## config.mk

```make
export PLATFORM = sky130hd
export DESIGN_NAME = lcwf_ctrl
export DESIGN_NICKNAME = d
export VERILOG_FILES = /design/src/rtl/lcwf_pkg.sv /design/src/rtl/lcwf_ctrl.sv
export SDC_FILE = /design/constraint.sdc
export NUM_CORES = 1
export LEC_CHECK = 0
export BUFFER_PORTS_ARGS = -buffer_cell sky130_fd_sc_hd__buf_2
export CAP_MARGIN = 20
export CORE_MARGIN = 5
export CORE_UTILIZATION = 44
export DETAILED_ROUTE_END_ITERATION = 6
export GPL_TIMING_DRIVEN = 0
export PLACE_DENSITY = 0.73
export RECOVER_POWER = 25
export SETUP_SLACK_MARGIN = 0.4
export SYNTH_ARGS = -nofsm -noshare
export SYNTH_HDL_FRONTEND = slang
export SYNTH_SLANG_ARGS = --single-unit
```

## constraint.sdc

```tcl
create_clock -name clock -period 1.8 [get_ports clock]
set_input_delay 0.18 -clock clock [delete_from_list [all_inputs] [get_ports clock]]
set_output_delay 0.18 -clock clock [all_outputs]
set_load 0.05 [all_outputs]
```

## src/rtl/lcwf_pkg.sv

```systemverilog
// Shared types and constants of the load cell weight filter.
`default_nettype none

package lcwf_pkg;

   // Fixed field widths.
   localparam int W_BITS         = 40;
   localparam int FRAC_BITS      = 16;
   localparam int ALPHA_BITS     = 17;
   localparam int GAIN_BITS      = 32;
   localparam int GAIN_SHIFT     = 8;
   localparam int BAND_BITS      = 39;
   localparam int SPR_BITS       = 5;
   localparam int CSR_DATA_BITS  = 39;
   localparam int CSR_INDEX_BITS = 3;

   // Register indexes of the control port.
   localparam logic [CSR_INDEX_BITS-1:0] CSR_SAMPLES  = 3'd0;
   localparam logic [CSR_INDEX_BITS-1:0] CSR_ZERO     = 3'd1;
   localparam logic [CSR_INDEX_BITS-1:0] CSR_GAIN     = 3'd2;
   localparam logic [CSR_INDEX_BITS-1:0] CSR_CAL      = 3'd3;
   localparam logic [CSR_INDEX_BITS-1:0] CSR_ALPHA    = 3'd4;
   localparam logic [CSR_INDEX_BITS-1:0] CSR_SNAP     = 3'd5;
   localparam logic [CSR_INDEX_BITS-1:0] CSR_DEADBAND = 3'd6;

   // Register reset values.
   localparam logic [SPR_BITS-1:0]   SPR_RESET   = 5'd1;
   localparam logic [ALPHA_BITS-1:0] ONE_Q16     = 17'h10000;

   // Saturation limits of a Q16 weight.
   localparam logic signed [W_BITS-1:0] W_MAX = 40'sh7F_FFFF_FFFF;
   localparam logic signed [W_BITS-1:0] W_MIN = 40'sh80_0000_0000;
   localparam logic [W_BITS-1:0] W_MAG_POS = 40'h7F_FFFF_FFFF;
   localparam logic [W_BITS-1:0] W_MAG_NEG = 40'h80_0000_0000;

   // Rounding addend for a ceiling shift by GAIN_SHIFT.
   localparam logic [GAIN_SHIFT-1:0] GAIN_ROUND = 8'hFF;

   // Smallest positive uncalibrated average that saturates when scaled to Q16.
   localparam int UNCAL_HI = 8388608;

   // Commands from the sequencer to the datapath.
   typedef struct packed {
      logic accept;
      logic div_step;
      logic avg_load;
      logic diff_load;
      logic mul_load;
      logic grams_load;
      logic ema_prep;
      logic ema_mul;
      logic ema_add;
      logic snap_load;
      logic decide;
      logic out_load;
   } lcwf_cmd_type;

   // Status from the datapath to the sequencer.
   typedef struct packed {
      logic tare;
      logic reading_done;
      logic emit;
   } lcwf_status_type;

endpackage

`default_nettype wire

```

## src/rtl/lcwf_ctrl.sv

```systemverilog
// Sequencer of the load cell weight filter: steps one word through the datapath.
`default_nettype none

module lcwf_ctrl import lcwf_pkg::*; #(
   parameter int DIV_STEPS = 29
) (
   input  wire logic            clock,
   input  wire logic            reset,
   input  wire logic            req_valid,
   output logic                 req_ready,
   output logic                 rsp_valid,
   input  wire logic            rsp_ready,
   input  wire lcwf_status_type status,
   output lcwf_cmd_type         cmd
);

   localparam int STEP_BITS = $clog2(DIV_STEPS);

   localparam logic [3:0] ST_IDLE     = 4'd0;
   localparam logic [3:0] ST_DIV      = 4'd1;
   localparam logic [3:0] ST_AVG      = 4'd2;
   localparam logic [3:0] ST_DIFF     = 4'd3;
   localparam logic [3:0] ST_MUL      = 4'd4;
   localparam logic [3:0] ST_GRAMS    = 4'd5;
   localparam logic [3:0] ST_EMA_PREP = 4'd6;
   localparam logic [3:0] ST_EMA_MUL  = 4'd7;
   localparam logic [3:0] ST_EMA_ADD  = 4'd8;
   localparam logic [3:0] ST_SNAP     = 4'd9;
   localparam logic [3:0] ST_DECIDE   = 4'd10;
   localparam logic [3:0] ST_EMIT     = 4'd11;

   logic [3:0]           state_ff, state_in;
   logic [STEP_BITS-1:0] step_ff, step_in;
   logic                 rsp_valid_ff, rsp_valid_in;

   assign req_ready = (state_ff == ST_IDLE);
   assign rsp_valid = rsp_valid_ff;

   // Next state and commands.
   always_comb begin
      state_in = state_ff;
      step_in  = step_ff;
      cmd      = '0;
      case (state_ff)
         ST_IDLE: begin
            cmd.accept = req_valid;
            if (req_valid) begin
               if (status.tare) begin
                  state_in = ST_EMIT;
               end else if (status.reading_done) begin
                  state_in = ST_DIV;
                  step_in  = STEP_BITS'(DIV_STEPS - 1);
               end
            end
         end
         ST_DIV: begin
            cmd.div_step = 1'b1;
            if (step_ff == '0) begin
               state_in = ST_AVG;
            end else begin
               step_in = step_ff - 1'b1;
            end
         end
         ST_AVG: begin
            cmd.avg_load = 1'b1;
            state_in     = ST_DIFF;
         end
         ST_DIFF: begin
            cmd.diff_load = 1'b1;
            state_in      = ST_MUL;
         end
         ST_MUL: begin
            cmd.mul_load = 1'b1;
            state_in     = ST_GRAMS;
         end
         ST_GRAMS: begin
            cmd.grams_load = 1'b1;
            state_in       = ST_EMA_PREP;
         end
         ST_EMA_PREP: begin
            cmd.ema_prep = 1'b1;
            state_in     = ST_EMA_MUL;
         end
         ST_EMA_MUL: begin
            cmd.ema_mul = 1'b1;
            state_in    = ST_EMA_ADD;
         end
         ST_EMA_ADD: begin
            cmd.ema_add = 1'b1;
            state_in    = ST_SNAP;
         end
         ST_SNAP: begin
            cmd.snap_load = 1'b1;
            state_in      = ST_DECIDE;
         end
         ST_DECIDE: begin
            cmd.decide = 1'b1;
            state_in   = status.emit ? ST_EMIT : ST_IDLE;
         end
         ST_EMIT: begin
            // Wait until the output register is free.
            if (!rsp_valid_ff || rsp_ready) begin
               cmd.out_load = 1'b1;
               state_in     = ST_IDLE;
            end
         end
         default: begin
            state_in = ST_IDLE;
         end
      endcase
   end

   // The output word stays valid until it is taken.
   always_comb begin
      if (cmd.out_load) begin
         rsp_valid_in = 1'b1;
      end else if (rsp_ready) begin
         rsp_valid_in = 1'b0;
      end else begin
         rsp_valid_in = rsp_valid_ff;
      end
   end

   always_ff @(posedge clock) begin
      if (reset) begin
         state_ff     <= ST_IDLE;
         step_ff      <= '0;
         rsp_valid_ff <= 1'b0;
      end else begin
         state_ff     <= state_in;
         step_ff      <= step_in;
         rsp_valid_ff <= rsp_valid_in;
      end
   end

endmodule

`default_nettype wire

```

==> reports/results.md, run 1 <==
| Result | This run |
|:---|:---|
| Setup WS post-layout | -13.4 ps |
| Clock tree root buffer cell | sky130_fd_sc_hd__clkbuf_4 |
| Synthesized Nets | 98 |
| Aggregate routed wire length | 2.99 mm |
| Maximum frequency from static timing analysis | 551 MHz |
| Top delay family on crit path | simple AND/OR/NAND/NOR gates |
| Commonest cells after routing, fill and taps aside | sky130_fd_sc_hd__buf_4, sky130_fd_sc_hd__buf_6, sky130_fd_sc_hd__inv_1, sky130_fd_sc_hd__nor3_1, sky130_fd_sc_hd__buf_2 |
| Ratio of final minimum period to clock period | 101% |
| Cells along the critical path | clkbuf_16, or2b_4, or2_4, nor2b_1, buf_4, buf_8 |
| Total negative slack | -13.4 ps |
| Max capacitance violation total | 0 |
| Amount of wire on met3 after detailed routing | 182 um |
| Width of the die | 50.0 um |
| Post-Syn Instances | 90 |
| TritonCTS sink count | 10 |
| Antenna Violating Nets Remaining | 0 |
| Weighted congestion at the end of routability-driven global placement | 0.869 |
| Vias in the first global route | 945 |
| Count of nets after finishing | 149 |
| Util after Layout | 92.5% |
| Placed standard-cell area | 916 um2 |
| Setup repair after global routing missed its margin | yes |
| Layout Cell Area excl Fill | 1390 um2 |
| Overflow left after global routing | 0 |
| Synthesized area divided by synthesized cell count | 7.81 um2 |
| H-Tree Level Count | 1 |
| Global-route wire length before repair | 4.28 mm |
| Ports placed on the boundary | 21 |
| Post-synthesis instance area | 703 um2 |
| Category of the worst setup path launch point | flip-flop |
| Placeable core region | 1510 um2 |
| Iter 0 DRT Violations | 20 |
| Count of final max-slew check failures | 0 |
| Final Hold Viols | 0 |
| Violated checks | setup timing |
| Distinct cell type count of the synthesized netlist | 36 |
| Number of antenna violations at the first check in global routing | 0 |
| Dpl hpwl | 1.41 mm |
| Routed wire per std cell | 19.2 um |
| Initial cell density of the core | 46.7% |
| Worst slew margin | 60.9% |
| Floorplan die area | 2500 um2 |
| DR WL met2 | 1.57 mm |
| Final count of negative-setup-slack endpoints | 1 |
| Multiplexer share of the synthesized area | 0% |
| Hold Path Class | input port to flip-flop |
| Detailed-route wire length on metal 1 | 1.15 mm |
| Simple logic cell fraction of the synthesized area | 33.5% |
| Max Used Layer | met4 |
| Inserted Clock Buffers | 3 |
| Yosys Warn Count | 0 |
| Number of placement rows | 14 |
| Dpl ws | -145 ps |
| Power Density | 1860 nW/um2 |
| Leak pwr | 0.603 nW |
| XOR/XNOR Fraction of Synth Area | 1.25% |
| Result of the run | complete, but fails checks |
| Max incr delay on CP | 360 ps |
| Crit path max fanout | 3 |
| Number of inserted diodes | 0 |
| Final routed DRC violation total | 0 |
| Port Buf Inserts | 20 |
| Fraction of the mapped netlist area in compound gates | 25.4% |
| Register clock-pin slew on the reported worst setup and hold paths | 70 ps |
| Peak supply drop | 1.63 mV |
| Total global-route track usage | 21.8% |
| CTS tree | built |
| Count of state elements after synthesis | 10 |
| Actual transition at the worst max-transition pin | 589 ps |
| Number of enable flip-flop cells after synthesis | 0 |
| WP buf/inv | 3 |
| Most common cell after layout, fill and taps aside | sky130_fd_sc_hd__buf_4 |
| Post-Synth Adder-Cell Area | 1.78% |
| Share of final-layout standard cells stronger than drive strength 1 | 65.7% |
| Pin count of the biggest net entering global routing | 11 |
| Final period demand of the worst path | 1810 ps |
| Clock tree buffer depth | 2 |
| Vias post-DR | 936 |
| Element type at the critical path end | primary output |
| CP required | 1620 ps |
| Post-Route Skew | 4.47 ps |
| Worst path slowest cell | sky130_fd_sc_hd__dfxtp_4 |
| Source-to-sink clock delay at the later pin of the worst-skew pair | 280 ps |
| Top_reg_cell synth | sky130_fd_sc_hd__dfxtp_1 |
| Sequential-to-total area share from yosys stat | 28.5% |
| Die height | 50.0 um |
| Post-DR vias/cell | 6.00 |
| Main combinational cell family by area after synthesis | simple AND/OR/NAND/NOR gates |
| Share of synthesized flip-flops with an asynchronous set or reset | 0% |
| Detailed Routing Iterations Pass 1 | 4 |
| Classification of the worst setup path | flip-flop to primary output |
| Critical path arrival | 1630 ps |
| Layout overhead on the synthesized area | 98.2% |
==> repair_timing <==
| action | CTS | global route |
|---|---|---|
| setup buffers | 21 | 5 |
| endpoints found under the setup margin | 21 | 21 |
| resized for setup | 61 | 8 |
| hold buffers | 0 | 0 |
| gates cloned | 0 | 0 |
| pin swaps | 17 | 4 |
==> area by class of cell <==
type / count / area [um2]
fillers: 48 / 113
flip-flops and latches: 10 / 213
clock buffers: 4 / 36.3
well taps: 16 / 20.0
plain buffers: 6 / 72.6
repair buffers: 46 / 409
inverters: 8 / 30.0
multi-input cells: 66 / 613
==> where the power goes <==
group / total (mW) / internal (mW) / switching (mW)
combinational: 1.99 / 0.963 / 1.03
sequential: 0.394 / 0.310 / 0.0838
clock: 0.210 / 0.123 / 0.0867
total: 2.59 / 1.40 / 1.20
==> cells in the mapped netlist, types with 2 or more instances <==
library cell	number	area share (%)
sky130_fd_sc_hd__a21oi_1	5	3.6
sky130_fd_sc_hd__dfxtp_1	10	28
sky130_fd_sc_hd__nor2b_1	2	1.8
sky130_fd_sc_hd__nor3_1	10	7.1
sky130_fd_sc_hd__o21ai_0	4	2.8
sky130_fd_sc_hd__buf_4	2	2.1
sky130_fd_sc_hd__inv_1	8	4.3
sky130_fd_sc_hd__nor2_1	6	3.2
sky130_fd_sc_hd__o32ai_1	3	3.7
sky130_fd_sc_hd__nand3_1	3	2.1
sky130_fd_sc_hd__clkbuf_1	3	1.6
sky130_fd_sc_hd__o21a_1	2	2.1
sky130_fd_sc_hd__nand2_1	6	3.2
sky130_fd_sc_hd__nand2b_1	4	3.6
==> state kept, by name (all words and copies together), names as in the netlist <==
signal and cells:
step_ff 5, state_ff 4, rsp_valid 1
==> path summary, 6_finish.rpt <==
kind / depth (start not counted) / slack (ps) / startpoint / endpoint
worst max-delay path: 6 / -10 / state_ff[2] / cmd[0]
worst min-delay path: 4 / 240 / reset / state_ff[0]
worst max register to register: 7 / 30 / state_ff[2] / step_ff[2]
worst min register to register: 2 / 520 / step_ff[4] / step_ff[4]
==> layer usage <==
layer | up-vias | track usage, %
met5 | - | 0
li1 | 425 | -
met3 | 11 | 5.42
met2 | 56 | 37.9
met4 | 0 | 13.5
met1 | 444 | 22.9
==> through the flow <==
| step | std cells | power (mW) | hold slack [ps] |
|---|---|---|---|
| CTS | 151 | 2.33 | 220 |
| global placement | 126 | 1.49 | 481 |
| global route | 156 | 2.72 | 244 |
| floorplan | 90 | 1.30 | 352 |
| detailed placement | 126 | 1.50 | 485 |
| finish | 156 | 2.59 | 244 |
==> worst register-to-register path, cell delays in order (launching register included) <==
cell and delay, ps:
sky130_fd_sc_hd__dfxtp_4 360, sky130_fd_sc_hd__buf_4 140, sky130_fd_sc_hd__nor4_4 340, sky130_fd_sc_hd__buf_4 200
sky130_fd_sc_hd__a22oi_2 80, sky130_fd_sc_hd__buf_4 150, sky130_fd_sc_hd__o31a_1 240, sky130_fd_sc_hd__a311oi_1 190
==> kinds of logic after synthesis <==
| logic type | after synthesis |
|---|---|
| and+or+nand+nor | 40 |
| AOI/OAI and AO/OA | 24 |
| buffers and inverters | 14 |
| DFF | 10 |
| xor gates and xnor gates | 1 |
| adders and majority gates | 1 |
No activity file was read; power rests on OpenSTA's default activity.
==> run 2, diff against run 1 <==
--- a/config.mk
+++ b/config.mk
@@ -6,12 +6,11 @@
 export NUM_CORES = 1
 export LEC_CHECK = 0
 export BUFFER_PORTS_ARGS = -buffer_cell sky130_fd_sc_hd__buf_2
-export CAP_MARGIN = 20
 export CORE_MARGIN = 5
-export CORE_UTILIZATION = 44
+export CORE_UTILIZATION = 39
 export DETAILED_ROUTE_END_ITERATION = 6
 export GPL_TIMING_DRIVEN = 0
-export PLACE_DENSITY = 0.73
+export PLACE_DENSITY = 0.66
 export RECOVER_POWER = 25
 export SETUP_SLACK_MARGIN = 0.4
 export SYNTH_ARGS = -nofsm -noshare
==> run 2 against run 1 <==
The flow now finishes without violations. Critical endpoint unchanged. Global-route usage down 2.3 points. Largest power group unchanged. Highest routed layer unchanged. Total power down 1.5%. First-iteration DRC count up 70%. Critical path type unchanged.
==> reports/results.md, run 2 (synthesized netlist as in run 1, its figures left out) <==
| Result | This run |
|:---|:---|
| Post-Route Skew | 2.27 ps |
| Setup WS post-layout | 30.2 ps |
| Ports placed on the boundary | 21 |
| Port Buf Inserts | 20 |
| Layout overhead on the synthesized area | 107% |
| CP required | 1620 ps |
| Crit path max fanout | 2 |
| Weighted congestion at the end of routability-driven global placement | 0.796 |
| Cells along the critical path | buf_8, or2b_4, or2_4, nor2b_2, buf_4, buf_8 |
| Util after Layout | 84.3% |
| Met3 Resource Use GR | 3.13% |
| Internal power component | 1.36 mW |
| Met2 track demand over resource in global routing | 38.2% |
| Classification of the worst setup path | flip-flop to primary output |
| Relative contribution of sequential cells to total power | 15.2% |
| Worst slew margin | 58.7% |
| Number of flip-flops under the largest register name | 5 |
| Vias post-DR | 926 |
| Width of the die | 52.5 um |
| Aggregate routed wire length | 2.98 mm |
| Floorplan die area | 2750 um2 |
| Global-route met1 utilization | 19.7% |
| Final count of negative-setup-slack endpoints | 0 |
| Register area | 213 um2 |
| Global-route wire length before repair | 3.98 mm |
| Category of the worst setup path launch point | flip-flop |
| Worst path slowest cell | sky130_fd_sc_hd__dfxtp_4 |
| Share of final-layout standard cells stronger than drive strength 1 | 68.6% |
| Element type at the critical path end | primary output |
| Routed wire per std cell | 18.1 um |
| Die height | 52.5 um |
| Commonest cells after routing, fill and taps aside | sky130_fd_sc_hd__buf_6, sky130_fd_sc_hd__buf_4, sky130_fd_sc_hd__buf_8 |
| Number of standard cells in the final layout excluding fillers | 165 |
| Result of the run | completed |
| Number of antenna violations at the first check in global routing | 0 |
| Count of nets after finishing | 150 |
| Most Used Layer, Global Route | met2 |
| Dpl hpwl | 1.37 mm |
| Total negative slack | 0 ps |
| Gate power share | 78.8% |
| Number of placement rows | 15 |
| CTS tree | built |
| Overflow left after global routing | 0 |
| Post-DR vias/cell | 5.61 |
| Switching share of power | 46.8% |
| Max incr delay on CP | 360 ps |
| Placed standard-cell area | 927 um2 |
| Source-to-sink clock delay at the later pin of the worst-skew pair | 260 ps |
| Power Density | 1750 nW/um2 |
| Detailed Routing Iterations Pass 1 | 4 |
| Number of inserted diodes | 0 |
| Most frequent cell on the critical path | sky130_fd_sc_hd__buf_8 |
| Maximum frequency from static timing analysis | 565 MHz |
| Iter 0 DRT Violations | 34 |
| Pin count of the biggest net entering global routing | 11 |
| Vias in the first global route | 915 |
| Actual transition at the worst max-transition pin | 619 ps |
| Setup repair after global routing missed its margin | yes |
| Switching Power | 1.19 mW |
| Max capacitance violation total | 0 |
| Dpl ws | -172 ps |
| Register with the highest flop count | step_ff |
| Peak supply drop | 1.08 mV |
| Fillers | 94 |
| Clock tree root buffer cell | sky130_fd_sc_hd__clkbuf_4 |
| TritonCTS sink count | 10 |
| Cell Count Post-Placement | 135 |
| Placeable core region | 1730 um2 |
| Final period demand of the worst path | 1770 ps |
| Clock tree buffer depth | 2 |
| Hold Path Class | input port to flip-flop |
| Area taken by multi-input logic gates | 644 um2 |
| Total global-route track usage | 19.5% |
| Final routed DRC violation total | 0 |
| Layout Cell Area excl Fill | 1460 um2 |
| WP buf/inv | 3 |
| Clock network fraction of total power | 6.0% |
| Register clock-pin slew on the reported worst setup and hold paths | 60 ps |
| Top delay family on crit path | simple AND/OR/NAND/NOR gates |
| Leak pwr | 0.596 nW |
| Initial cell density of the core | 40.7% |
| Inserted Clock Buffers | 3 |
| H-Tree Level Count | 1 |
| Ratio of final minimum period to clock period | 98.3% |
| Critical path arrival | 1590 ps |
| Count of final max-slew check failures | 0 |
| Final Hold Viols | 0 |
| Antenna Violating Nets Remaining | 0 |
==> run 2: area by class of cell <==
type                    count  area share (%)
plain buffers               6            4.38
flip-flops and latches     10            14.6
clock buffers               3            1.55
well taps                  25            2.15
inverters                   8            2.06
repair buffers             47            31.0
multi-input cells          66            44.2
==> run 2: worst reg2reg max path, delay by kind of cell (launching register included) <==
kind,cells,cell delay [ps]
DFF,1,360
and+or+nand+nor,1,420
AOI/OAI and AO/OA,3,590
buffers and inverters,2,310
==> run 2: path summary, 6_finish.rpt <==
kind,start,endpoint,slack [ps],depth (start not counted)
worst max-delay path,state_ff[2],cmd[0],30,6
worst max register to register,state_ff[2],step_ff[2],40,6
worst min register to register,step_ff[4],step_ff[4],510,2
worst min-delay path,reset,step_ff[4],240,3
==> run 2: power by group through the flow <==
stage               clock (mW)  combinational (mW)  sequential, mW
floorplan                    0               0.937           0.368
global placement             0                1.12           0.376
detailed placement           0                1.13           0.380
CTS                      0.157                1.61           0.378
global route             0.168                2.11           0.398
finish                   0.152                2.01           0.388
==> run 2: per-layer routing <==
metal,routed length (um),up-vias
li1,-,423
met1,1120,439
met2,1500,45
met3,145,19
met4,216,0
met5,0,-
==> run 2: stage by stage <==
step	hold WS, ps	power [mW]
floorplan	352	1.30
global placement	483	1.50
detailed placement	487	1.51
CTS	226	2.14
global route	283	2.68
finish	243	2.55
==> run 2: timing repair <==
| action | 4_1_cts | 5_1_grt |
|---|---|---|
| gates cloned | 0 | 0 |
| gates resized for setup | 57 | 24 |
| setup endpoints to repair | 22 | 21 |
| setup buffers | 17 | 10 |
| pin swaps | 15 | 14 |
| hold buffers | 0 | 0 |
